$ cat config.mk
export PLATFORM = sky130hd
export DESIGN_NAME = rgbs_cfg
export DESIGN_NICKNAME = d
export VERILOG_FILES = /design/src/hw/rtl/rgbs_pkg.sv /design/src/hw/rtl/rgbs_cfg.sv
export SDC_FILE = /design/constraint.sdc
export NUM_CORES = 1
export LEC_CHECK = 0
export BUFFER_PORTS_ARGS = -buffer_cell sky130_fd_sc_hd__clkbuf_2
export CAP_MARGIN = 20
export CORE_UTILIZATION = 56
export CTS_CLUSTER_DIAMETER = 30
export CTS_CLUSTER_SIZE = 12
export DETAILED_ROUTE_END_ITERATION = 10
export PLACE_DENSITY_LB_ADDON = 0.3
export SYNTH_ARGS = -nofsm -noshare
export SYNTH_HDL_FRONTEND = slang
export SYNTH_SLANG_ARGS = --single-unit
$ cat constraint.sdc
create_clock -name clk -period 1.9 [get_ports clk]
set_clock_uncertainty 0.15 [all_clocks]
set_input_delay 0.38 -clock clk [delete_from_list [all_inputs] [get_ports clk]]
set_output_delay 0.38 -clock clk [all_outputs]
set_load 0.05 [all_outputs]
$ cat src/hw/rtl/rgbs_pkg.sv
// ----------------------------------------------------------------------------
// rgbs_pkg
// shared types and constants of the running gaussian background subtractor
// ----------------------------------------------------------------------------
package rgbs_pkg;

	localparam int PIX_W              = 8;
	localparam int CFG_DATA_W         = 18;
	localparam int CFG_IDX_W          = 2;
	localparam int MAX_PIXELS_DEFAULT = 131072;
	localparam int FRAME_PIXELS_RESET = 76800;

	localparam logic [8:0] ALPHA_RESET     = 9'd13;
	localparam logic [8:0] ALPHA_ONE       = 9'd256;
	localparam logic [7:0] THRESHOLD_RESET = 8'd48;
	localparam logic [7:0] INIT_VAR_RESET  = 8'd64;

	typedef enum logic [CFG_IDX_W-1:0] {
		CFG_ALPHA        = 2'd0,
		CFG_THRESHOLD    = 2'd1,
		CFG_INIT_VAR     = 2'd2,
		CFG_FRAME_PIXELS = 2'd3
	} cfg_idx_t;

	typedef enum logic {
		FUNC_LOAD    = 1'b0,
		FUNC_SEGMENT = 1'b1
	} func_t;

	// settings as the datapath consumes them
	typedef struct packed {
		logic [8:0]  alpha;     // saturated learning rate
		logic [8:0]  beta;      // 256 - alpha
		logic [15:0] k2;        // threshold squared
		logic [7:0]  init_var;
	} cfg_t;

endpackage

$ cat src/hw/rtl/rgbs_cfg.sv
// ----------------------------------------------------------------------------
// rgbs_cfg
// configuration registers, kept in the form the datapath uses
// ----------------------------------------------------------------------------
module rgbs_cfg #(
	parameter int MAX_PIXELS = rgbs_pkg::MAX_PIXELS_DEFAULT
) (
	input  logic                                  clk,
	input  logic                                  arst_n,
	input  logic                                  cfg_we,
	input  logic [rgbs_pkg::CFG_IDX_W-1:0]        cfg_index,
	input  logic [rgbs_pkg::CFG_DATA_W-1:0]       cfg_data,
	output rgbs_pkg::cfg_t                        regs,
	output logic [$clog2(MAX_PIXELS + 1)-1:0]     len
);

	localparam int LW = $clog2(MAX_PIXELS + 1);
	localparam int XW = (LW > rgbs_pkg::CFG_DATA_W) ? LW : rgbs_pkg::CFG_DATA_W;
	localparam int LEN_RESET = (rgbs_pkg::FRAME_PIXELS_RESET > MAX_PIXELS) ?
		MAX_PIXELS : rgbs_pkg::FRAME_PIXELS_RESET;
	localparam logic [15:0] K2_RESET =
		16'(rgbs_pkg::THRESHOLD_RESET) * 16'(rgbs_pkg::THRESHOLD_RESET);

	logic [8:0]    alpha_q;
	logic [15:0]   k2_q;
	logic [7:0]    init_var_q;
	logic [LW-1:0] len_q;

	logic [8:0]    alpha_d;
	logic [15:0]   k2_d;
	logic [XW-1:0] frame_x;
	logic [LW-1:0] len_d;

	always_comb begin
		alpha_d = (cfg_data[8:0] > rgbs_pkg::ALPHA_ONE) ? rgbs_pkg::ALPHA_ONE : cfg_data[8:0];
		k2_d    = 16'(cfg_data[7:0]) * 16'(cfg_data[7:0]);
		frame_x = XW'(cfg_data);
		if (frame_x == '0) begin
			len_d = LW'(1);
		end else if (frame_x > XW'(MAX_PIXELS)) begin
			len_d = LW'(MAX_PIXELS);
		end else begin
			len_d = LW'(frame_x);
		end
	end

	always_ff @(posedge clk or negedge arst_n) begin
		if (!arst_n) begin
			alpha_q    <= rgbs_pkg::ALPHA_RESET;
			k2_q       <= K2_RESET;
			init_var_q <= rgbs_pkg::INIT_VAR_RESET;
			len_q      <= LW'(LEN_RESET);
		end else if (cfg_we) begin
			case (rgbs_pkg::cfg_idx_t'(cfg_index))
				rgbs_pkg::CFG_ALPHA:        alpha_q    <= alpha_d;
				rgbs_pkg::CFG_THRESHOLD:    k2_q       <= k2_d;
				rgbs_pkg::CFG_INIT_VAR:     init_var_q <= cfg_data[7:0];
				rgbs_pkg::CFG_FRAME_PIXELS: len_q      <= len_d;
				default:                    len_q      <= len_q;
			endcase
		end
	end

	assign regs.alpha    = alpha_q;
	assign regs.beta     = rgbs_pkg::ALPHA_ONE - alpha_q;
	assign regs.k2       = k2_q;
	assign regs.init_var = init_var_q;
	assign len           = len_q;

endmodule

Word-level counts from Yosys, hierarchy flattened
Cells that the tools add are included.

storage, ports and cells
  bits in registers = 51
  bits of input ports = 23
  output and inout port bits = 60
  logic and storage cells = 20

operators by class
  multiply operators = 1
  $lt $le $gt $ge = 2
  multiplexer cells = 3
  equal/unequal tests = 3
  add/sub/neg operators = 1
  reduce and logical (&&, ||, !) cells = 6

operator list
  operator              number
  $mux 18               2
  $gt 18x18->1 const B  1
  $logic_not 18->1      1
  $mul 8x8->16          1
  $gt 9x9->1 const B    1
  $mux 9                1
  $sub 9x9->9 const A   1
  $reduce_and 2->1      4
  $eq 2x2->1 const B    2
  $eq 2x1->1 const B    1
  $logic_not 2->1       1

Logic depth before layout (Yosys ltp)
Gate-level depths: netlist of the first run.

  depth after elaboration = 3
  gate-level depth with buffers = 15
  depth with buffers taken out = 14

Worst setup path before layout of the first run
Ideal clock, no wire load.

  path type = input-to-reg
  from = input cfg_data[2] (netlist bit)
  to = register k2_q[13]
  setup slack = -2.432 ns
  arrival = 4.051 ns
  data required time = 1.619 ns
  buffers on the path = 1
  library setup time = 0.131 ns
  stages = 12
  cells stage by stage = clkbuf_1 > nand2_1 > fa_1 > fa_1 > fa_1 > fa_1 > inv_1 > ha_1 > a21oi_1 > o211ai_1 > and3_1 > or3_1

between the ends
  longest elaborated chain between the ends = 1

ends and longest elaborated chain
  item                  RTL line        source
  start, declared       rgbs_cfg.sv:12  input logic [rgbs_pkg::CFG_DATA_W-1:0] cfg_data,
  $mul 8x8->16          rgbs_cfg.sv:36  k2_d = 16'(cfg_data[7:0]) * 16'(cfg_data[7:0]);
  end signal, assigned  rgbs_cfg.sv:56  rgbs_pkg::CFG_THRESHOLD: k2_q <= k2_d;
  end, declared         rgbs_cfg.sv:25  logic [15:0] k2_q;

Every way passes these cells.
A chain may end at the register's enable or synchronous reset.

Worst setup path after layout of the first run
  from = input cfg_data[5] (netlist bit)
  to = register k2_q[13]

Same word-level chain as after synthesis.

==> results of run 1 <==
==> where the power goes <==
group / switching [mW] / internal, mW / leakage [nW]
Sequential: 0.200 / 1.33 / 0.611
Combinational: 3.28 / 2.13 / 2.20
Clock: 0.425 / 0.265 / 0.0456
==> per-layer routing <==
| layer | track usage, % | vias up |
|---|---|---|
| met4 | 24.35 | 0 |
| met2 | 68.84 | 521 |
| met3 | 7.296 | 217 |
| li1 | - | 1713 |
| met1 | 43.54 | 2140 |
| met5 | 0 | - |
==> path summary, 6_finish.rpt <==
path,from,to,slack (ns)
max,cfg_data[5],k2_q[13],-2.25
min,cfg_data[16],len[16],0.12
max reg2reg,alpha_q[3],alpha_q[3],0.62
min reg2reg,k2_q[8],k2_q[8],0.36
max in group asynchronous,arst_n,k2_q[11],0.87
min in group asynchronous,arst_n,len[3],0.43
==> synthesized netlist by cell type, types with 2 or more instances <==
cell | n | area share, %
a41oi_1 | 2 | 0.45
o21ai_1 | 19 | 2.5
buf_4 | 2 | 0.39
dfstp_2 | 10 | 6.8
mux2i_1 | 2 | 0.52
o31ai_2 | 3 | 0.97
nand3_1 | 11 | 1.4
clkbuf_1 | 18 | 1.8
nor3_4 | 2 | 0.84
nand2_1 | 80 | 7.8
inv_1 | 33 | 3.2
nor3b_1 | 2 | 0.39
and3_1 | 6 | 0.97
o211ai_1 | 5 | 0.97
inv_2 | 2 | 0.19
dfrtp_1 | 40 | 26
ha_1 | 31 | 10
and2_1 | 20 | 3.2
nand3b_1 | 3 | 0.58
xnor2_1 | 14 | 3.2
nand4_1 | 3 | 0.49
nor4_1 | 2 | 0.32
xor2_1 | 7 | 1.6
nor3_1 | 4 | 0.52
a21oi_1 | 15 | 1.9
nor2_1 | 8 | 0.78
and3b_1 | 2 | 0.45
or4_1 | 2 | 0.39
nand2b_1 | 6 | 0.97
o31ai_1 | 4 | 0.78
a21o_1 | 2 | 0.39
fa_1 | 23 | 12
o21ai_0 | 11 | 1.4
mux2_2 | 6 | 1.8
a211oi_1 | 3 | 0.58
==> area by class of cell <==
type,count,share of cell area [%]
tap,77,1.613
clock buffer,6,1.215
inverter,35,2.284
sequential,50,21.41
timing repair buffer,173,23.23
clock inverter,2,0.2305
multi-input combinational,313,50.01
==> per-stage QoR <==
step / setup slack [ns] / cell area, sq um
final: -2.247 / 5972
after global routing: -2.384 / 5972
after CTS: -1.916 / 5714
after detailed placement: -2.352 / 5152
after global placement: -2.185 / 5152
after floorplan: -2.069 / 4297
==> kinds of logic (layout without fill, tap and decap cells) <==
kind of cell,Yosys count,count (layout),synth area share [%]
multiplexers,9,9,2.561
buffers and inverters,56,216,5.642
AND/OR/NAND/NOR,158,158,20.59
XOR/XNOR,21,21,4.767
other,1,1,0.09718
AO/OA/AOI/OAI,70,70,11.61
adder cells (fa/ha/maj),54,54,21.98
flip-flops,50,50,32.75
==> sequential cells by signal, indices dropped and copies added (netlist names) <==
| register | cells |
|---|---|
| alpha_q | 9 |
| k2_q | 15 |
| init_var_q | 8 |
| len | 18 |
==> worst min-delay path, cell delays in order <==
cell      delay, ns
clkbuf_2       0.09
nand2_1        0.06
o21ai_1        0.06
==> repair_timing <==
item | in CTS | in global routing
setup endpoints to repair | 22 | 22
hold endpoints to repair | 40 | 0
gates resized for setup | 81 | 42
pin swaps | 42 | 48
setup buffers | 12 | 15
hold buffers | 1 | 0
==> results.md, run 1 <==
- Via count: 4591
- Final worst setup slack: -2.247 ns
- Max-slew headroom: approximately three fifths
- Syn Inst Count: ~420
- Final setup TNS: -24.38 ns
- WL met1: between 5 and 6 mm
- Pin count of the biggest net entering global routing: between 50 and 60
- Slowest CP cell: fa_1
- Failing checks: negative setup slack
- Max Cap Viol: 0
- Hold Violations, Final: 0
- PwrDens: between 1000 and 1500 nW/um^2
- Via-per-instance ratio: roughly 7
- Layout fillers: 211
- Synth warn: 0
- Antenna Cells: 0
- Number of buffers created by CTS: 5
- Post-layout net count: 655
- RSZ-0062 raised after global routing: yes
- Mapped Area: approximately 3900 sq um
- Buf+Inv Stages, Crit Path: 4
- Hold WC Path Type: in -> reg
- CP cell instances: buf_8 -> buf_4 -> and2_1 -> ha_2 -> ha_1 -> inv_1 -> fa_1 -> fa_1 -> inv_2 -> ha_4 -> o211ai_1 -> o211ai_1 -> a21oi_1 -> or3_1
- Post-synth EDFFs: 0
- Layout area overhead: 54.77%
- Share of the clock period used by the worst path after layout: 218.3%
- Netlist cell types: 51
- Worst Tran Pin Value: between 0.6 and 0.7 ns
- Maximum clock rate: ~240 MHz
- Routability cong.: 0.8681
- Commonest non-fill, non-tap cell in the layout: buf_4
- Slew Limit Fails: 0
- Seq/Total Area, Yosys: roughly 33%
- Initial Util: about three fifths
- Max incr delay on CP: 0.56 ns
- Area of the multi-input gates: ~3000 sq um
- Wire length per cell: ~27 microns
- Worst Setup End Kind: flip-flop
- Post-synthesis async set-or-reset flop share: 100.0%
- Status: finished, violations left
- CP arrival: around 4.2 ns
- Worst setup SP type: input pin
- Leakage Power: 2.856 nW
- CTS max path bufs: 2
- Die area: approximately 7200 sq um
- Total gr overflow: 0
- Dominant synthesized flop cell: dfrtp_1
- Placed cell count: 622
- Worst path top cell family by delay: adder cells
- Root Buffer: clkbuf_8
- Number of global-route vias before repair: around 4300
- Met3 wire len: ~2.3 mm
- Syn avg cell area: approximately 9.2 sq um
- GRT Total Usage: around two fifths
- Most frequent cells in the layout: 71 x buf_4, 70 x nand2_1, 64 x clkbuf_2, 37 x dfrtp_1, 22 x inv_1
- Clk Latency, worst-skew pair: approximately 0.32 ns
- Die Ht: between 80 and 90 microns
- Ports: just over 80
- Detail Route met2 WL: 8.117 mm
- Dpl hpwl: between 7 and 8 mm
- DRT antenna net count: 0
- Worst path depth: 14
- Final WL: ~18 mm
- Final Critical Period: between 4 and 5 ns
- Hold WS: ~0.12 ns
- Final cell count without fillers: ~660
- DRC errors left: 0
- Top sig layer: met4
- R2R depth: 3
- Tot Pwr: around 7.6 mW
- Initial DRC count: between 500 and 600
- Worst setup path class: in -> reg
- Util after Layout: approximately nine tenths
- Hold-critical path depth: 3
- Die width: 85.01 microns
- Critical Path RT: around 2.0 ns
- CTS sink cnt: 50
- Placeable core area: approximately 6500 sq um
- Worst-path fanout max: 6
- Rows: 29
- Share of cells above drive strength 1: about 50%
- H-tree depth: 2
- Port Buffers: slightly above 80
- CTS tree: built
- Seq. cell area: 1279 sq um
- Clock transition at path regs: 0.11 ns
- 1st-pass router iterations: 6
- Worst IR drop on VDD: roughly 1.0 mV
- Setup violators final: 25
- FF+latch count, synth: 50
- Initial antenna violation count: 0
- First-pass GRT wire length: around 22 mm
- Post-Syn Nets: 496
Power figures use the tool's default switching activity.
==> run 2, diff against run 1 <==
--- a/config.mk
+++ b/config.mk
@@ -5,6 +5,7 @@
 export SDC_FILE = /design/constraint.sdc
 export NUM_CORES = 1
 export LEC_CHECK = 0
+export ABC_AREA = 1
 export BUFFER_PORTS_ARGS = -buffer_cell sky130_fd_sc_hd__clkbuf_2
 export CAP_MARGIN = 20
 export CORE_UTILIZATION = 56
==> run 2 against run 1 <==
  * The run still ends with negative setup slack left
  * Die area up 2.6%
  * Synthesized area up 2.7%
  * Maximum frequency up 16%
  * Non-clock buffer count down 11
  * Routed wire length down 7.1%
  * Sequential share of layout area down 0.84 points
  * Largest power group unchanged
  * Highest routed layer unchanged
==> results.md, run 2 <==
- Layout area overhead: 55.84%
- Final Critical Period: 3.583 ns (-0.5637 ns)
- Initial DRC count: 370 (-36%)
- Via count: 4524 (-1.5%)
- Seq. cell area: 1270 sq um (-0.69%)
- RSZ-0062 raised after global routing: yes
- Area of the multi-input gates: 2989 sq um (about the same)
- Compound-Gate Fraction of Synth Area: 5.054% (-6.6 points)
- Post-synthesis async set-or-reset flop share: 100.0% (unchanged)
- Placed cell count: 745 (+20%)
- Leakage Power: 3.307 nW (+16%)
- Netlist cell types: 27 (-47%)
- Pin count of the biggest net entering global routing: 51 (unchanged)
- Hold-critical path depth: 3 (unchanged)
- Initial antenna violation count: 0 (unchanged)
- Area leader, netlist: dfrtp_1
- Failing checks: negative setup slack
- Ports: 83 (unchanged)
- Worst IR drop on VDD: 1.147 mV (+11%)
- Setup violators final: 39 (+56%)
- Top post-synthesis cells by count: 155 x nand2_1, 102 x inv_1, 40 x dfrtp_1, 40 x nand3_1, 31 x ha_1
- R2r setup slk: 0.33 ns (-0.29 ns)
- Number of global-route vias before repair: 4481 (+4.1%)
- Synth top area cells: dfrtp_1 25%, nand2_1 15%, fa_1 12%
- Dominant synthesized flop cell: dfrtp_1
- Multiplexer share of the synthesized area: 0% (-2.6 points)
- CTS max path bufs: 2 (unchanged)
- Initial Util: 57.99% (-1.4 points)
- Final worst setup slack: -1.683 ns (+0.5637 ns)
- Worst-path fanout max: 4 (-2)
- Worst setup SP type: input pin
- Pre-CTS setup slack: -1.989 ns (+0.3629 ns)
- CTS sink cnt: 50 (unchanged)
- Syn avg cell area: 7.603 sq um (-17%)
- FF+latch count, synth: 50 (unchanged)
- Post-layout net count: 751 (+15%)
- Largest family of logic cells by synthesized area: simple AND/OR/NAND/NOR gates
- Routability cong.: 0.9008 (+3.8%)
- Syn Inst Count: 521 (+24%)
- R2R depth: 5 (+2)
- Slew Limit Fails: 0 (unchanged)
- Synth warn: 0 (unchanged)
- Final WL: 16.49 mm (-7.1%)
- Max Cap Viol: 0 (unchanged)
- GRT Total Usage: 39.95% (+0.93 points)
- Total gr overflow: 0 (unchanged)
- Critical Path RT: 1.97 ns (+0.02 ns)
- Clock transition at path regs: 0.12 ns (about the same)
- Root Buffer: clkbuf_8
- Rows: 30 (+3.4%)
- CTS tree: built
- CP arrival: 3.65 ns (-0.55 ns)
- Worst Setup End Kind: flip-flop
- Hold WC Path Type: in -> reg
- Post-synthesis simple-gate area fraction: 25.05% (+4.5 points)
- Most frequent cell after synthesis: nand2_1
- Post-Syn Nets: 598 (+21%)
- Wire length per cell: 21.39 microns (-21%)
- Mapped Area: 3961 sq um (+2.7%)
- PwrDens: 1222 nW/um^2 (-4.3%)
- 1st-pass router iterations: 10 (+4)
- Number of buffers created by CTS: 5 (unchanged)
- Max-slew headroom: 41.31% (-18 points)
- Worst Tran Pin Value: 0.8793 ns (+0.2724 ns)
- Final cell count without fillers: 771 (+18%)
- Yosys top cell area share: 25.27% (-0.67 points)
- DRT antenna net count: 0 (unchanged)
- Post-synth EDFFs: 0 (unchanged)
- Status: finished, violations left
- Clk Latency, worst-skew pair: 0.31 ns (about the same)
- Commonest non-fill, non-tap cell in the layout: nand2_1
- Die width: 86.11 microns (+1.3%)
- Most frequent cells in the layout: 108 x nand2_1, 78 x inv_1, 65 x clkbuf_2, 58 x buf_4, 38 x dfrtp_1
- Hold Violations, Final: 0 (unchanged)
- Die Ht: 86.11 microns (+1.3%)
- Maximum clock rate: 279.1 MHz (+16%)
- Share of cells above drive strength 1: 48.89% (-0.85 points)
- Placeable core area: 6832 sq um (+5.2%)
- Synth Area in Adders: 21.42% (-0.57 points)
- Worst setup path class: in -> reg
- H-tree depth: 2 (unchanged)
- Share of the clock period used by the worst path after layout: 188.6% (-30 points)
- Seq/Total Area, Yosys: 31.90% (-0.85 points)
- DRC errors left: 0 (unchanged)
- Largest register FFs: 18 (unchanged)
- Die area: 7414 sq um (+2.6%)
- Dpl hpwl: 8.818 mm (+16%)
- First-pass GRT wire length: 22.02 mm (+2.3%)
- Layout fillers: 313 (+48%)
- Port Buffers: 81 (unchanged)
- XOR/XNOR Fraction of Synth Area: 4.201% (-0.57 points)
- Via-per-instance ratio: 5.868 (-16%)
- Antenna Cells: 0 (unchanged)
run 2: cell types whose count changed in the layout (fill, tap and decap cells not counted), moves of 8 or more:
cell and change:
nand3_2 +20, nand2_4 +11, and2_4 -8, nand2_1 +38, inv_1 +56, and2_1 -12, o21ai_1 -13, buf_4 -13
nor2_1 +14, nand2_2 +29, inv_2 +10
run 2: cell type report:
type                    instances  area share [%]
clock buffers                   5           1.115
clock inverters                 3          0.4256
inverters                     103           6.425
multi-input cells             352           48.42
flip-flops and latches         50           20.57
well taps                      96           1.946
repair buffers                162           21.10
run 2: logic make-up (layout without fill, tap and decap cells):
logic type | count (synthesis) | after routing
xor+xnor | 19 | 19
other cells | 1 | 1
fa+ha+maj | 54 | 54
buf+inv | 120 | 273
compound gates | 38 | 38
flops | 50 | 50
simple gates | 239 | 240
run 2: report_power, final:
part           total, mW  leakage [nW]  internal (mW)  switching [mW]
sequential          1.50         0.610           1.32           0.183
combinational       5.34          2.65           2.06            3.29
clock              0.702        0.0491          0.273           0.429
total               7.55          3.31           3.65            3.90
run 2: timing repair:
action | 4_1_cts | 5_1_grt
hold endpoints to repair | 40 | 0
setup endpoints to repair | 21 | 37
gates resized for setup | 84 | 111
gates cloned | 1 | 0
setup buffers | 12 | 14
hold buffers | 1 | 0
pin swaps | 31 | 70
run 2: worst paths after layout:
kind	startpoint	to
worst min-delay path	cfg_data[13]	len[13]
worst max register to register	alpha_q[0]	alpha_q[0]
max in group asynchronous	arst_n	init_var_q[6]
min in group asynchronous	arst_n	len[17]
worst max-delay path	cfg_data[2]	k2_q[15]
worst min register to register	k2_q[9]	k2_q[9]
run 2: metrics by stage:
stage | hold slack [ns] | area, sq um | total power [mW] | TNS (ns) | utilization (%)
2_1_floorplan | -0.06559 | 4420 | 4.537 | -18.68 | -
3_3_place_gp | 0.2372 | 5270 | 5.516 | -24.93 | 77.14
3_5_place_dp | 0.2503 | 5270 | 5.611 | -27.05 | 77.14
4_1_cts | 0.1137 | 5802 | 6.882 | -19.19 | 84.93
5_1_grt | 0.1305 | 6173 | 7.909 | -26.99 | 90.37
6_report | 0.1166 | 6173 | 7.545 | -21.08 | 90.37
run 2: worst max-delay path, stage by stage:
cell       delay, ns
clkbuf_16       0.13
nand2_1         0.09
fa_2            0.48
fa_1            0.52
fa_1            0.53
inv_2           0.04
fa_1            0.49
ha_4            0.34
nand2_4         0.07
nor2_2          0.17
nand3_2         0.12
nand3_2         0.09
nand2_2         0.06
nand3_2         0.06
nand2_1         0.07
run 2: metal layers:
layer,GRT usage (%),share of wire (%)
met1,42.44,33
met2,68.47,48
met3,12.42,10
met4,25.91,8.6
met5,0.6993,0
