==> src/hw/rtl/rgbs_pkg.sv <==
// ----------------------------------------------------------------------------
// rgbs_pkg
// shared types and constants of the running gaussian background subtractor
// ----------------------------------------------------------------------------
package rgbs_pkg;

	localparam int PIX_W              = 8;
	localparam int CFG_DATA_W         = 18;
	localparam int CFG_IDX_W          = 2;
	localparam int MAX_PIXELS_DEFAULT = 131072;
	localparam int FRAME_PIXELS_RESET = 76800;

	localparam logic [8:0] ALPHA_RESET     = 9'd13;
	localparam logic [8:0] ALPHA_ONE       = 9'd256;
	localparam logic [7:0] THRESHOLD_RESET = 8'd48;
	localparam logic [7:0] INIT_VAR_RESET  = 8'd64;

	typedef enum logic [CFG_IDX_W-1:0] {
		CFG_ALPHA        = 2'd0,
		CFG_THRESHOLD    = 2'd1,
		CFG_INIT_VAR     = 2'd2,
		CFG_FRAME_PIXELS = 2'd3
	} cfg_idx_t;

	typedef enum logic {
		FUNC_LOAD    = 1'b0,
		FUNC_SEGMENT = 1'b1
	} func_t;

	// settings as the datapath consumes them
	typedef struct packed {
		logic [8:0]  alpha;     // saturated learning rate
		logic [8:0]  beta;      // 256 - alpha
		logic [15:0] k2;        // threshold squared
		logic [7:0]  init_var;
	} cfg_t;

endpackage

==> src/hw/rtl/rgbs_pipe.sv <==
// ----------------------------------------------------------------------------
// rgbs_pipe
// pixel address, read-modify-write pipeline and result register
// ----------------------------------------------------------------------------
module rgbs_pipe #(
	parameter int MAX_PIXELS = rgbs_pkg::MAX_PIXELS_DEFAULT
) (
	input  logic                                              clk,
	input  logic                                              arst_n,
	input  rgbs_pkg::cfg_t                                    regs,
	input  logic [$clog2(MAX_PIXELS + 1)-1:0]                 len,
	input  logic                                              pixel_valid,
	output logic                                              pixel_ready,
	input  logic                                              func,
	input  logic [rgbs_pkg::PIX_W-1:0]                        pixel,
	input  logic                                              frame_start,
	output logic                                              result_valid,
	input  logic                                              result_ready,
	output logic                                              foreground,
	output logic                                              ram_re,
	output logic [((MAX_PIXELS > 1) ? $clog2(MAX_PIXELS) : 1)-1:0] ram_raddr,
	input  logic [2*rgbs_pkg::PIX_W-1:0]                      ram_rdata,
	output logic                                              ram_we,
	output logic [((MAX_PIXELS > 1) ? $clog2(MAX_PIXELS) : 1)-1:0] ram_waddr,
	output logic [2*rgbs_pkg::PIX_W-1:0]                      ram_wdata
);

	localparam int AW = (MAX_PIXELS > 1) ? $clog2(MAX_PIXELS) : 1;
	localparam int LW = $clog2(MAX_PIXELS + 1);

	// address counter
	logic [AW-1:0] addr_q;
	logic [AW-1:0] addr_cur;
	logic [LW-1:0] addr_p1;
	logic          hazard;
	logic          accept;

	// stage occupancy
	logic v_s1, v_s2, v_s3, out_v_q;
	logic free1, free2, free3, out_free;

	// stage 1: ram data
	logic [AW-1:0]          addr_s1;
	logic [7:0]             pix_s1;
	rgbs_pkg::func_t        func_s1;
	logic [7:0]             mean_s1, var_s1, diff_s1;
	logic [15:0]            d2_s1;
	logic [23:0]            kv_s1;

	// stage 2: squares and products
	logic [AW-1:0]          addr_s2;
	logic [7:0]             pix_s2, mean_s2, var_s2;
	rgbs_pkg::func_t        func_s2;
	logic [15:0]            d2_s2;
	logic [23:0]            kv_s2;
	logic                   fg_s2;
	logic [16:0]            pa_s2, pb_s2, vb_s2;
	logic [24:0]            va_s2;

	// stage 3: sums and write-back
	logic [AW-1:0]          addr_s3;
	logic [7:0]             pix_s3;
	rgbs_pkg::func_t        func_s3;
	logic                   fg_s3;
	logic [15:0]            pa_s3, pb_s3, vb_s3;
	logic [24:0]            va_s3;
	logic [15:0]            msum_s3;
	logic [24:0]            vsum_s3;
	logic [7:0]             nv_s3;

	logic fg_q;

	// effective address of the offered pixel
	always_comb begin
		if (frame_start || (LW'(addr_q) >= len)) begin
			addr_cur = '0;
		end else begin
			addr_cur = addr_q;
		end
		addr_p1 = LW'(addr_cur) + LW'(1);
	end

	// a segment pixel may not read an entry an older pixel has yet to write
	assign hazard = (rgbs_pkg::func_t'(func) == rgbs_pkg::FUNC_SEGMENT) &&
		((v_s1 && (addr_s1 == addr_cur)) ||
		 (v_s2 && (addr_s2 == addr_cur)) ||
		 (v_s3 && (addr_s3 == addr_cur)));

	assign out_free    = !out_v_q || result_ready;
	assign free3       = !v_s3 || out_free;
	assign free2       = !v_s2 || free3;
	assign free1       = !v_s1 || free2;
	assign pixel_ready = free1 && !hazard;
	assign accept      = pixel_valid && pixel_ready;

	assign ram_re    = accept;
	assign ram_raddr = addr_cur;

	always_ff @(posedge clk or negedge arst_n) begin
		if (!arst_n) begin
			addr_q <= '0;
		end else if (accept) begin
			addr_q <= (addr_p1 >= len) ? '0 : AW'(addr_p1);
		end
	end

	// stage 1 compute
	assign {mean_s1, var_s1} = ram_rdata;
	always_comb begin
		diff_s1 = (pix_s1 >= mean_s1) ? (pix_s1 - mean_s1) : (mean_s1 - pix_s1);
		d2_s1   = 16'(diff_s1) * 16'(diff_s1);
		kv_s1   = 24'(regs.k2) * 24'(var_s1);
	end

	// stage 2 compute
	always_comb begin
		fg_s2 = (func_s2 == rgbs_pkg::FUNC_SEGMENT) && ({d2_s2, 8'h00} > kv_s2);
		pa_s2 = 17'(regs.alpha) * 17'(pix_s2);
		pb_s2 = 17'(regs.beta) * 17'(mean_s2);
		va_s2 = 25'(regs.alpha) * 25'(d2_s2);
		vb_s2 = 17'(regs.beta) * 17'(var_s2);
	end

	// stage 3 compute, alpha + beta = 256 keeps the mean within 8 bits
	always_comb begin
		msum_s3 = pa_s3 + pb_s3;
		vsum_s3 = va_s3 + 25'(vb_s3);
		nv_s3   = (|vsum_s3[24:16]) ? 8'hFF : vsum_s3[15:8];
		if (func_s3 == rgbs_pkg::FUNC_LOAD) begin
			ram_wdata = {pix_s3, regs.init_var};
		end else begin
			ram_wdata = {msum_s3[15:8], nv_s3};
		end
	end

	assign ram_we    = v_s3 && out_free && ((func_s3 == rgbs_pkg::FUNC_LOAD) || !fg_s3);
	assign ram_waddr = addr_s3;

	// occupancy
	always_ff @(posedge clk or negedge arst_n) begin
		if (!arst_n) begin
			v_s1    <= 1'b0;
			v_s2    <= 1'b0;
			v_s3    <= 1'b0;
			out_v_q <= 1'b0;
		end else begin
			if (free1) begin
				v_s1 <= accept;
			end
			if (free2) begin
				v_s2 <= v_s1;
			end
			if (free3) begin
				v_s3 <= v_s2;
			end
			if (out_free) begin
				out_v_q <= v_s3;
			end
		end
	end

	// payload
	always_ff @(posedge clk) begin
		if (accept) begin
			addr_s1 <= addr_cur;
			pix_s1  <= pixel;
			func_s1 <= rgbs_pkg::func_t'(func);
		end
		if (free2 && v_s1) begin
			addr_s2 <= addr_s1;
			pix_s2  <= pix_s1;
			func_s2 <= func_s1;
			mean_s2 <= mean_s1;
			var_s2  <= var_s1;
			d2_s2   <= d2_s1;
			kv_s2   <= kv_s1;
		end
		if (free3 && v_s2) begin
			addr_s3 <= addr_s2;
			pix_s3  <= pix_s2;
			func_s3 <= func_s2;
			fg_s3   <= fg_s2;
			pa_s3   <= pa_s2[15:0];
			pb_s3   <= pb_s2[15:0];
			va_s3   <= va_s2;
			vb_s3   <= vb_s2[15:0];
		end
		if (out_free && v_s3) begin
			fg_q <= fg_s3;
		end
	end

	assign result_valid = out_v_q;
	assign foreground   = fg_q;

endmodule

==> config.mk <==
export PLATFORM = sky130hd
export DESIGN_NAME = rgbs_pipe
export DESIGN_NICKNAME = d
export VERILOG_FILES = /design/src/hw/rtl/rgbs_pkg.sv /design/src/hw/rtl/rgbs_pipe.sv
export SDC_FILE = /design/constraint.sdc
export NUM_CORES = 1
export LEC_CHECK = 0
export BUFFER_PORTS_ARGS = -buffer_cell sky130_fd_sc_hd__buf_2
export CAP_MARGIN = 20
export CORE_ASPECT_RATIO = 1.25
export CORE_MARGIN = 3
export CORE_UTILIZATION = 55
export CTS_CLUSTER_DIAMETER = 50
export DETAILED_ROUTE_END_ITERATION = 16
export PLACE_DENSITY = 0.84
export SLEW_MARGIN = 10
export SYNTH_ARGS = -nofsm -noshare
export SYNTH_HDL_FRONTEND = slang
export SYNTH_SLANG_ARGS = --single-unit
==> constraint.sdc <==
create_clock -name clk -period 7.6 [get_ports clk]
set_clock_uncertainty 0.1 [all_clocks]
set_input_delay 1.52 -clock clk [delete_from_list [all_inputs] [get_ports clk]]
set_output_delay 1.52 -clock clk [all_outputs]
set_load 0.005 [all_outputs]
-- Word-level counts from Yosys, hierarchy flattened
Cells that the tools add are included.
- add/subtract/negate cells: 5
- $mul: 6
- magnitude comparators: 4
- equal/unequal tests: 3
- muxes and demuxes: 5
- bitwise operators: 1
- reductions and logical operators: 26
- operators by type and width (kind ; count):
    $eq 17x17->1 ; 3
    $mul 9x8->16 ; 3
    $mux 17 ; 2
    $add 25x16->25 ; 1
    $mul 9x16->25 ; 1
    $gt 24x24->1 ; 1
    $mul 16x8->24 ; 1
    $add 17x1->18 const B ; 1
    $ge 17x18->1 ; 1
    $ge 18x18->1 ; 1
    $add 16x16->16 ; 1
    $mul 8x8->16 ; 1
    $mux 16 ; 1
    $mux 8 ; 2
    $sub 8x8->8 ; 2
    $logic_and 1x1->1 ; 11
    $reduce_or 9->1 ; 1
    $ge 8x8->1 ; 1
    $logic_or 1x1->1 ; 8
    $logic_not 1->1 ; 6
    $not 1->1 ; 1
- bits in registers: 230
- input bits: 90
- output and inout bits: 55
- logic and storage cells: 74

-- Logic depth before layout (Yosys ltp)
Gate-level depths: netlist of run 1.
- word-level depth: 11
- gate-level depth with buffers: 30
- gate-level depth less buffers: 30

-- Least setup slack after synthesis of run 1
Ideal clock, no wire load.
- path type: input to register
- from: input port ram_rdata[8] in the netlist's numbering
- to: register d2_s2[15], data pin
- library setup time: 0.260 ns
- data arrival time: 7.102 ns
- data required time: 7.240 ns
- slack: 0.137 ns
- stages: 26
- buffers on the path: 1
- cells stage by stage: inv_1 > ha_1 > clkbuf_1 > nand4_1 > and3_1 > o21ai_2 > mux2i_1 > a21boi_0 > o21ai_0 > xnor2_1 > nand2b_1 > inv_1 > fa_1 > fa_1 > inv_1 > fa_1 > fa_1 > inv_1 > ha_1 > a21oi_1 > o21bai_1 > a21oi_1 > nor2b_1 > o21ai_0 > a21oi_1 > xor2_1
- longest elaborated chain between the ends: 3
- elaborated cells on any way between the ends: 5
- classes of those cells: 2 x add/sub; 1 x mul; 1 x order compare; 1 x mux
- ends and longest elaborated chain (what ; RTL line ; source):
    from (decl) ; rgbs_pipe.sv:22 ; input logic [2*rgbs_pkg::PIX_W-1:0] ram_rdata,
    $sub 8x8->8 / $ge 8x8->1 (equally long branches) ; rgbs_pipe.sv:110 ; diff_s1 = (pix_s1 >= mean_s1) ? (pix_s1 - mean_s1) : (mean_s1 - pix_s1);
    $mux 8 (*) ; rgbs_pipe.sv:110 ;
    $mul 8x8->16 (*) ; rgbs_pipe.sv:111 ; d2_s1 = 16'(diff_s1) * 16'(diff_s1);
    net d2_s1[15] ; rgbs_pipe.sv:47 ; logic [15:0] d2_s1;
    to (signal assigned) ; rgbs_pipe.sv:175 ; d2_s2 <= d2_s1;
    to (decl) ; rgbs_pipe.sv:54 ; logic [15:0] d2_s2;
Mark *: on every way through the listed nets, which the timed path passes. The rest lies on a longest branch.
A chain may end at the register's enable or synchronous reset.

-- Worst setup path after layout of run 1
- from: input port ram_rdata[8] in the netlist's numbering
- to: register d2_s2[14], data pin
The elaborated chain is that of the path after synthesis.

==> results summary, run 1 <==
The run finished with clean final reports. The power density relative to cell area is 501 nW/um^2. The worst setup path is captured at a register. At the end of the flow, the number of nets in the layout was 3681. The remaining antenna violation count is 0. The average instance area after synthesis is approximately 10 sq um. In the routed layout, each cell is associated on average with a via count of between 5 and 6. The number of warnings reported in the yosys synthesis log came out at 0. After clock tree synthesis, the clock-pin slew on the worst setup and hold paths is ~60 ps.

The number of flops mapped to enable cells by yosys came out at 208. The number of clock sinks came out at approximately 230. The sequential-to-total area share from yosys stat came out at 24.6%.

In the final routed layout, each cell accounts on average for 18.4 um. The total negative slack for setup checks is 0 ps. Summed over all layers, the global routing overflow is 0. The overall via count from detail_route is 20600.

Counting flops with an async set or reset pin after synthesis yields a share of 9.17%. In the final layout, the share of cells above drive strength 1 is 9.08%. The tightest hold margin is 369 ps.

The layer flagged by global routing as most heavily used is met2. By startpoint and endpoint, the worst setup path is classified as input port to register. The overall routed net length is roughly 67000 um.

The post-route fraction of the period consumed by the critical path came out at 95.0%. The count of buffering cells on the critical path with inverters included came out at 5. The width of the chip came out at 206 um. The total chip power is 15.0 mW. Across every metal layer, demand over resource in global routing totals about a quarter. The count of cells in the finished layout, fillers not included, comes to between 3000 and 4000. The cell count after placement came out at 3561. The longest individual stage delay on the worst path is about 550 ps.

The count of distinct cell types in the synthesized netlist is 81. The final hold violation count came out at 0. The iteration-0 DRC count of the detailed router came out at 1494. fa_1 takes more of the synthesized area than any other cell. The met1 track demand over resource came out at between 30% and 40%. The time the final worst path needs with I/O delays and setup is ~7200 ps. The dominant synthesized flop cell is edfxtp_1. The slew of the pin with the lowest slew margin is 1010 ps. The die is about 260 um tall. The row count came out at 91. The top fanout value on the critical path came out at 8. The met2 usage in global routing came out at 45.0%. The count of H-tree levels built during CTS came out at 1. The layout-stage area growth over the synthesis result is 8.89%.

Headroom to the max-slew limit came out at 32.8%. The reported max-cap violation count is 0. Before antenna repair, the detailed router went through 5 iterations. VDD sags by at most 0.521 mV. The fraction of synthesized cell area taken by the top area cell type is 23.8%.

The total die area is 52800 sq um. The effective utilization at floorplan is 55.7%. Sorting the synthesized cells by area gives the leading types as fa_1 24%, edfxtp_1 23%, ha_1 15%. In this run, post-CTS hold repair placed 0 buffers. The cell type of the slowest stage on the worst timing path is fa_1. Counting stages on the worst path, the most repeated cell is ha_1. The deepest clock path buffer count came out at 3.

The global-route wire length before repair is approximately 110000 um. In this run, synthesis produced a sequential element count of around 230. Input and output buffers added on the ports amount to 144. The clock root buffer master is clkbuf_16.

The number of pins with negative max-slew slack in the final report came out at 0. Clock tree synthesis inserted a total of 26 buffers. The final weighted congestion of routability-driven global placement came out at 0.943. TritonCTS built the clock tree. Entering global routing, the biggest net connects 85 pins. The HPWL after detailed placement is 52200 um.

Setup repair after global routing left no endpoint under its margin. The synthesized instance count came out at 2808. The core box area is just under 50000 sq um.

The I/O pin count is 145. The worst setup path is launched from an input port. The type of the most critical hold path is register to register.

Grouping stages by cell kind, the critical path spends the most delay in adder cells. For this run, the top clock speed supported by timing is 139 MHz. The leakage dissipation came out at between 10 and 15 nW. The required time of the critical path came out at 7790 ps. The met3 layer usage reported by global route is roughly 3.3%. The post-synth design cell area came out at roughly 28000 sq um. The arrival time at the worst endpoint is 7410 ps.

In the routed design, unresolved DRC markers number 0. Setup violations remaining at the end of the flow were counted as 0. The clock reaches the later pin of the worst-skew pair after 560 ps. The via count of the first global-routing pass came to approximately 22000.

The number of antenna violations at the first check in global routing came out at 4.
[final timing paths]
check                           cells past startpoint    startpoint            to  slack, ps
worst min register to register                      0    addr_s2[1]  ram_waddr[1]        370
worst min-delay path                                0    addr_s2[1]  ram_waddr[1]        370
worst max register to register                     28     pix_s1[0]     d2_s2[14]        860
max in group asynchronous                           1        arst_n          v_s1       6180
worst max-delay path                               28  ram_rdata[8]     d2_s2[14]        380
min in group asynchronous                           1        arst_n     addr_q[9]        850
[sequential cells by signal, summed over array words and instances, names as in the netlist, 15 cells and up]
register / cells
addr_q: 17
addr_s1: 17
addr_s2: 17
d2_s2: 15
kv_s2: 24
pa_s3: 16
pb_s3: 16
ram_waddr: 17
va_s3: 25
vb_s3: 16
[metal layers]
metal | vias up | share of wire [%]
met5 | - | 0.095
met4 | 8 | 5.3
met3 | 212 | 6.8
met2 | 813 | 51
met1 | 10100 | 37
li1 | 9428 | -
[per-stage QoR]
step | util (%) | instance area, sq um | setup slack [ps]
2_1_floorplan | - | 27500 | 137
3_3_place_gp | 58.7 | 29000 | 6.18
3_5_place_dp | 58.7 | 29000 | -226
4_1_cts | 60.5 | 29900 | 172
5_1_grt | 60.6 | 30000 | 29.1
6_report | 60.6 | 30000 | 383
[final cells by class]
class | count | area [sq um]
fill | 4026 | 19500
multi-input combinational | 2031 | 18700
timing repair buffer | 187 | 1080
sequential | 229 | 6770
clock buffer | 32 | 693
antenna | 3 | 7.51
clock inverter | 16 | 163
tap | 651 | 815
inverter | 466 | 1750
[cell usage after synthesis (6+ instances only)]
cell type and number:
a211oi_1 8, a21boi_0 18, a21o_1 25, a21oi_1 80, a22o_1 13, a31oi_1 9
and2_1 229, and3_1 18, clkbuf_1 75, dfrtp_1 21, edfxtp_1 208, fa_1 327
ha_1 323, inv_1 465, mux2i_1 13, nand2_1 334, nand2b_1 18, nand3_1 28
nand4_1 12, nor2_1 115, nor2b_1 26, nor3_1 43, nor4_1 10, nor4b_1 8
o211ai_1 6, o21ai_0 80, o21bai_1 10, o22a_1 8, o22ai_1 7, o31ai_1 9
or2_2 9, or3_1 16, xnor2_1 112, xor2_1 35
[power by group]
group / switching [mW] / leakage, nW / internal, mW
Clock: 0.549 / 0.419 / 0.698
Sequential: 0.368 / 2.31 / 2.38
Combinational: 5.92 / 11.5 / 5.10
Total: 6.84 / 14.3 / 8.18
[timing repair]
item                                    4_1_cts  5_1_grt
buffers inserted                              0        1
endpoints found under the setup margin        0        3
resized for setup                             0        7
[cells by family after synthesis]
family | Yosys count | share of synthesized area (%)
AOI/OAI and AO/OA | 329 | 7.90
xor gates and xnor gates | 147 | 4.68
adders and majority gates | 650 | 38.5
buffers and inverters | 549 | 7.62
DFF | 229 | 24.6
muxes | 17 | 0.637
other | 2 | 0.0273
and+or+nand+nor | 885 | 16.0
[worst register-to-register path: cells and delay by family, from the launching register on]
family / cells / cell delay, ps
adders and majority gates: 7 / 2430
AOI/OAI and AO/OA: 11 / 2120
xor gates and xnor gates: 2 / 280
buffers and inverters: 5 / 480
and+or+nand+nor: 2 / 310
muxes: 1 / 260
DFF: 1 / 510
[placed cells by master (no fill, tap or decap), drive strengths merged, types with 5 or more instances in the layout]
cell type	n
or2	9
nor3	43
a31oi	9
nand4	14
nor4b	8
nor4	10
a2111oi	5
o21bai	10
mux2i	13
nor2	115
fa	327
and2	230
o21a	5
xor2	35
clkbuf	32
and3	18
edfxtp	208
xnor2	112
nor2b	26
a221oi	5
o21ai	82
o31ai	10
or3	17
a21oi	80
o22ai	7
a211oi	8
inv	469
o211ai	8
o22a	8
a21o	26
buf	187
a21boi	20
nand2b	18
dfrtp	21
nand3	28
ha	323
nand2	334
a22o	13
clkinv	11
No activity file was read; power rests on OpenSTA's default activity.
==> inputs of run 2 (changes only) <==
--- a/config.mk
+++ b/config.mk
@@ -7,7 +7,6 @@
 export LEC_CHECK = 0
 export BUFFER_PORTS_ARGS = -buffer_cell sky130_fd_sc_hd__buf_2
 export CAP_MARGIN = 20
-export CORE_ASPECT_RATIO = 1.25
 export CORE_MARGIN = 3
 export CORE_UTILIZATION = 55
 export CTS_CLUSTER_DIAMETER = 50
==> results summary, run 2 (synthesis gave the netlist of run 1 again) <==
The flow ran to the end, and the final reports show no timing, DRC or antenna violations. In this run the power spent charging and discharging nets is 6.82 mW. The overflow left after global routing came out at 0. The overall routed net length is roughly 65000 um. The part of the total power dissipated in sequential elements came out at roughly 18%.

In this run the count of I/O pins placed on the die edge is 145. STA classifies the critical path endpoint as a register. The clock root buffer master is clkbuf_16.

The flip-flop count of the largest register after layout is 25. The iteration-0 DRC count of the detailed router came out at around 1500. The maximum vdd drop is 0.740 mV. The post-route fraction of the period consumed by the critical path is 95.3%. The top fanout value on the critical path is 8. The number of clock sinks came out at 229. The longest individual stage delay on the worst path is 550 ps.

The total of buffers placed on input and output ports came out at 144. The number of CTS-inserted buffers is 29. Setup violations remaining at the end of the flow were counted as 0. The switching share of power came out at between 40% and 50%. The depth of the worst register-to-register path came out at 29.

The reported max-cap violation count came out at 0. The clock latency on the worst-skew pair is 570 ps. The internal portion of the total power is 8.28 mW.

Leaving out fill and tap cells, the most frequent cell in the layout is inv_1. The via-per-instance ratio is around 5.7. The leakage dissipation is between 10 and 15 nW.

Of the total power, combinational logic draws slightly above 70%. The terminus of the critical flop-to-flop path is d2_s2[15]. The global-route wire length before repair came out at approximately 110000 um. In this run the remaining antenna-violating nets after routing total 0. The worst register-to-register path has a setup slack of between 800 and 900 ps. The required time of the critical path is 7800 ps. The arrival time at the worst endpoint came out at 7450 ps. The worst setup path is launched from an input port. The number of antenna violations at the first check in global routing is 3. The number of detailed-route iterations in the first pass came out at 7.

The share of post-route cells with drive strength above 1 came out at 8.73%. Setup repair after global routing left no endpoint under its margin. Power spread over the standard cell area amounts to 503 nW/um^2. More flip-flops sit in one register than any other, and that register is va_s3.

The origin of the worst setup path is ram_rdata[8]. The number of pins with negative max-slew slack in the final report is 0. CTS built an H-tree with a depth of 1. After floorplanning, the core was divided into 81 placement rows. Compared with the post-synthesis result, the final layout area differs by 9.15%. The via count of the first global-routing pass was roughly 22000. The y dimension of the die came out at 230 um. Summed over all failing endpoints, the final setup total negative slack is 0 ps. The worst slew margin relative to its limit is 27.1%.

The clock tree from TritonCTS is done. The number of hold buffers added after cts came out at 0. The final weighted congestion of routability-driven global placement is 0.928. The die covers 52700 sq um. The part of the total power dissipated in the clock network came out at 9.6%. The layout net count came out at 3673. The type of the most critical hold path is register to register. The width of the chip is about 230 um.

The slew of the pin with the lowest slew margin came out at 1090 ps. Summed over all nets, the half-perimeter wirelength after detailed placement is just over 50000 um. Entering global routing, the biggest net connects 84 pins. After detailed routing, the average wire length per cell comes to 18.0 um. After clock tree synthesis, the clock-pin slew on the worst setup and hold paths is 60 ps. The aggregate global-route resource usage is 25.1%. The largest individual stage delay along the critical path comes from the cell fa_1. The DRC violation count after routing came out at 0.

The launch instance of the worst register-to-register path is pix_s1[0]. The cell count after placement is 3565. Subtracting the final worst setup slack from the clock period gives roughly 7200 ps. The maximum clock frequency is 138 MHz. The clock passes through at most 3 buffers.

The effective utilization at floorplan is 56.0%. Leaving out fill and tap cells, the most frequent cells in the layout are 465 x inv_1, 334 x nand2_1, 327 x fa_1, 323 x ha_1, 228 x and2_1. After floorplanning, the core was sized to cover 49200 sq um. The final hold violation count came out at 0. By startpoint and endpoint, the worst setup path is classified as input port to register. The overall via count from detail_route is 20500. Following the worst setup path forward leads to its endpoint at d2_s2[15]. In the final layout, the registers with the most flip-flops are va_s3 (25), kv_s2 (24). After the flow finishes, the layout carries non-filler instances totaling 3623.
[run 2: layout make-up]
class	instances	area [sq um]
diodes	3	7.51
clock buffers	32	737
clock inverters	22	279
fillers	3912	19100
inverters	466	1750
multi-input cells	2031	18700
flip-flops and latches	229	6770
well taps	664	831
repair buffers	176	973
[run 2: what timing repair did]
item | CTS | global route
gates resized for setup | 0 | 4
endpoints found under the setup margin | 0 | 3
buffers inserted | 0 | 0
[run 2: worst min-delay path by stage]
stage | slack [ps] | start | cells past startpoint | endpoint
after floorplan | 300 | func_s1 | 0 | func_s2
after global placement | 310 | func_s1 | 0 | func_s2
after detailed placement | 310 | func_s1 | 0 | func_s2
after CTS | 320 | func_s1 | 0 | func_s2
after global routing | 330 | func_s1 | 0 | func_s2
final | 320 | func_s1 | 0 | func_s2
[run 2: metrics by stage]
stage	area [sq um]	setup slack, ps	util (%)	power (mW)	hold slack, ps
2_1_floorplan	27500	137	-	11.0	300
3_3_place_gp	29000	11.2	58.9	13.0	305
3_5_place_dp	29000	-109	58.9	13.4	305
4_1_cts	30000	427	61.0	15.0	321
5_1_grt	30000	19.7	61.1	16.8	333
6_report	30000	357	61.1	15.1	321
[run 2: power groups by stage]
stage | Combinational (mW) | Clock [mW] | Sequential [mW]
CTS | 10.8 | 1.47 | 2.75
global route | 12.4 | 1.52 | 2.79
finish | 10.9 | 1.46 | 2.76
global placement | 10.2 | 0 | 2.76
detailed placement | 10.6 | 0 | 2.77
floorplan | 8.49 | 0 | 2.53
[run 2: worst max-delay path: cells and delay by family]
| kind | cells | cell delay (ps) |
|---|---|---|
| adders and majority gates | 7 | 2870 |
| AOI/OAI and AO/OA | 9 | 1550 |
| and+or+nand+nor | 4 | 580 |
| buffers and inverters | 6 | 410 |
| xor gates and xnor gates | 2 | 380 |
| muxes | 1 | 150 |
[run 2: per-layer routing]
metal,up-vias,wire (um),share of wire [%],GRT usage (%)
met2,832,31800,49,43.4
met3,158,4450,6.8,3.08
met1,10100,26800,41,32.7
met4,0,2310,3.5,9.20
met5,-,0,0,0
li1,9420,-,-,-
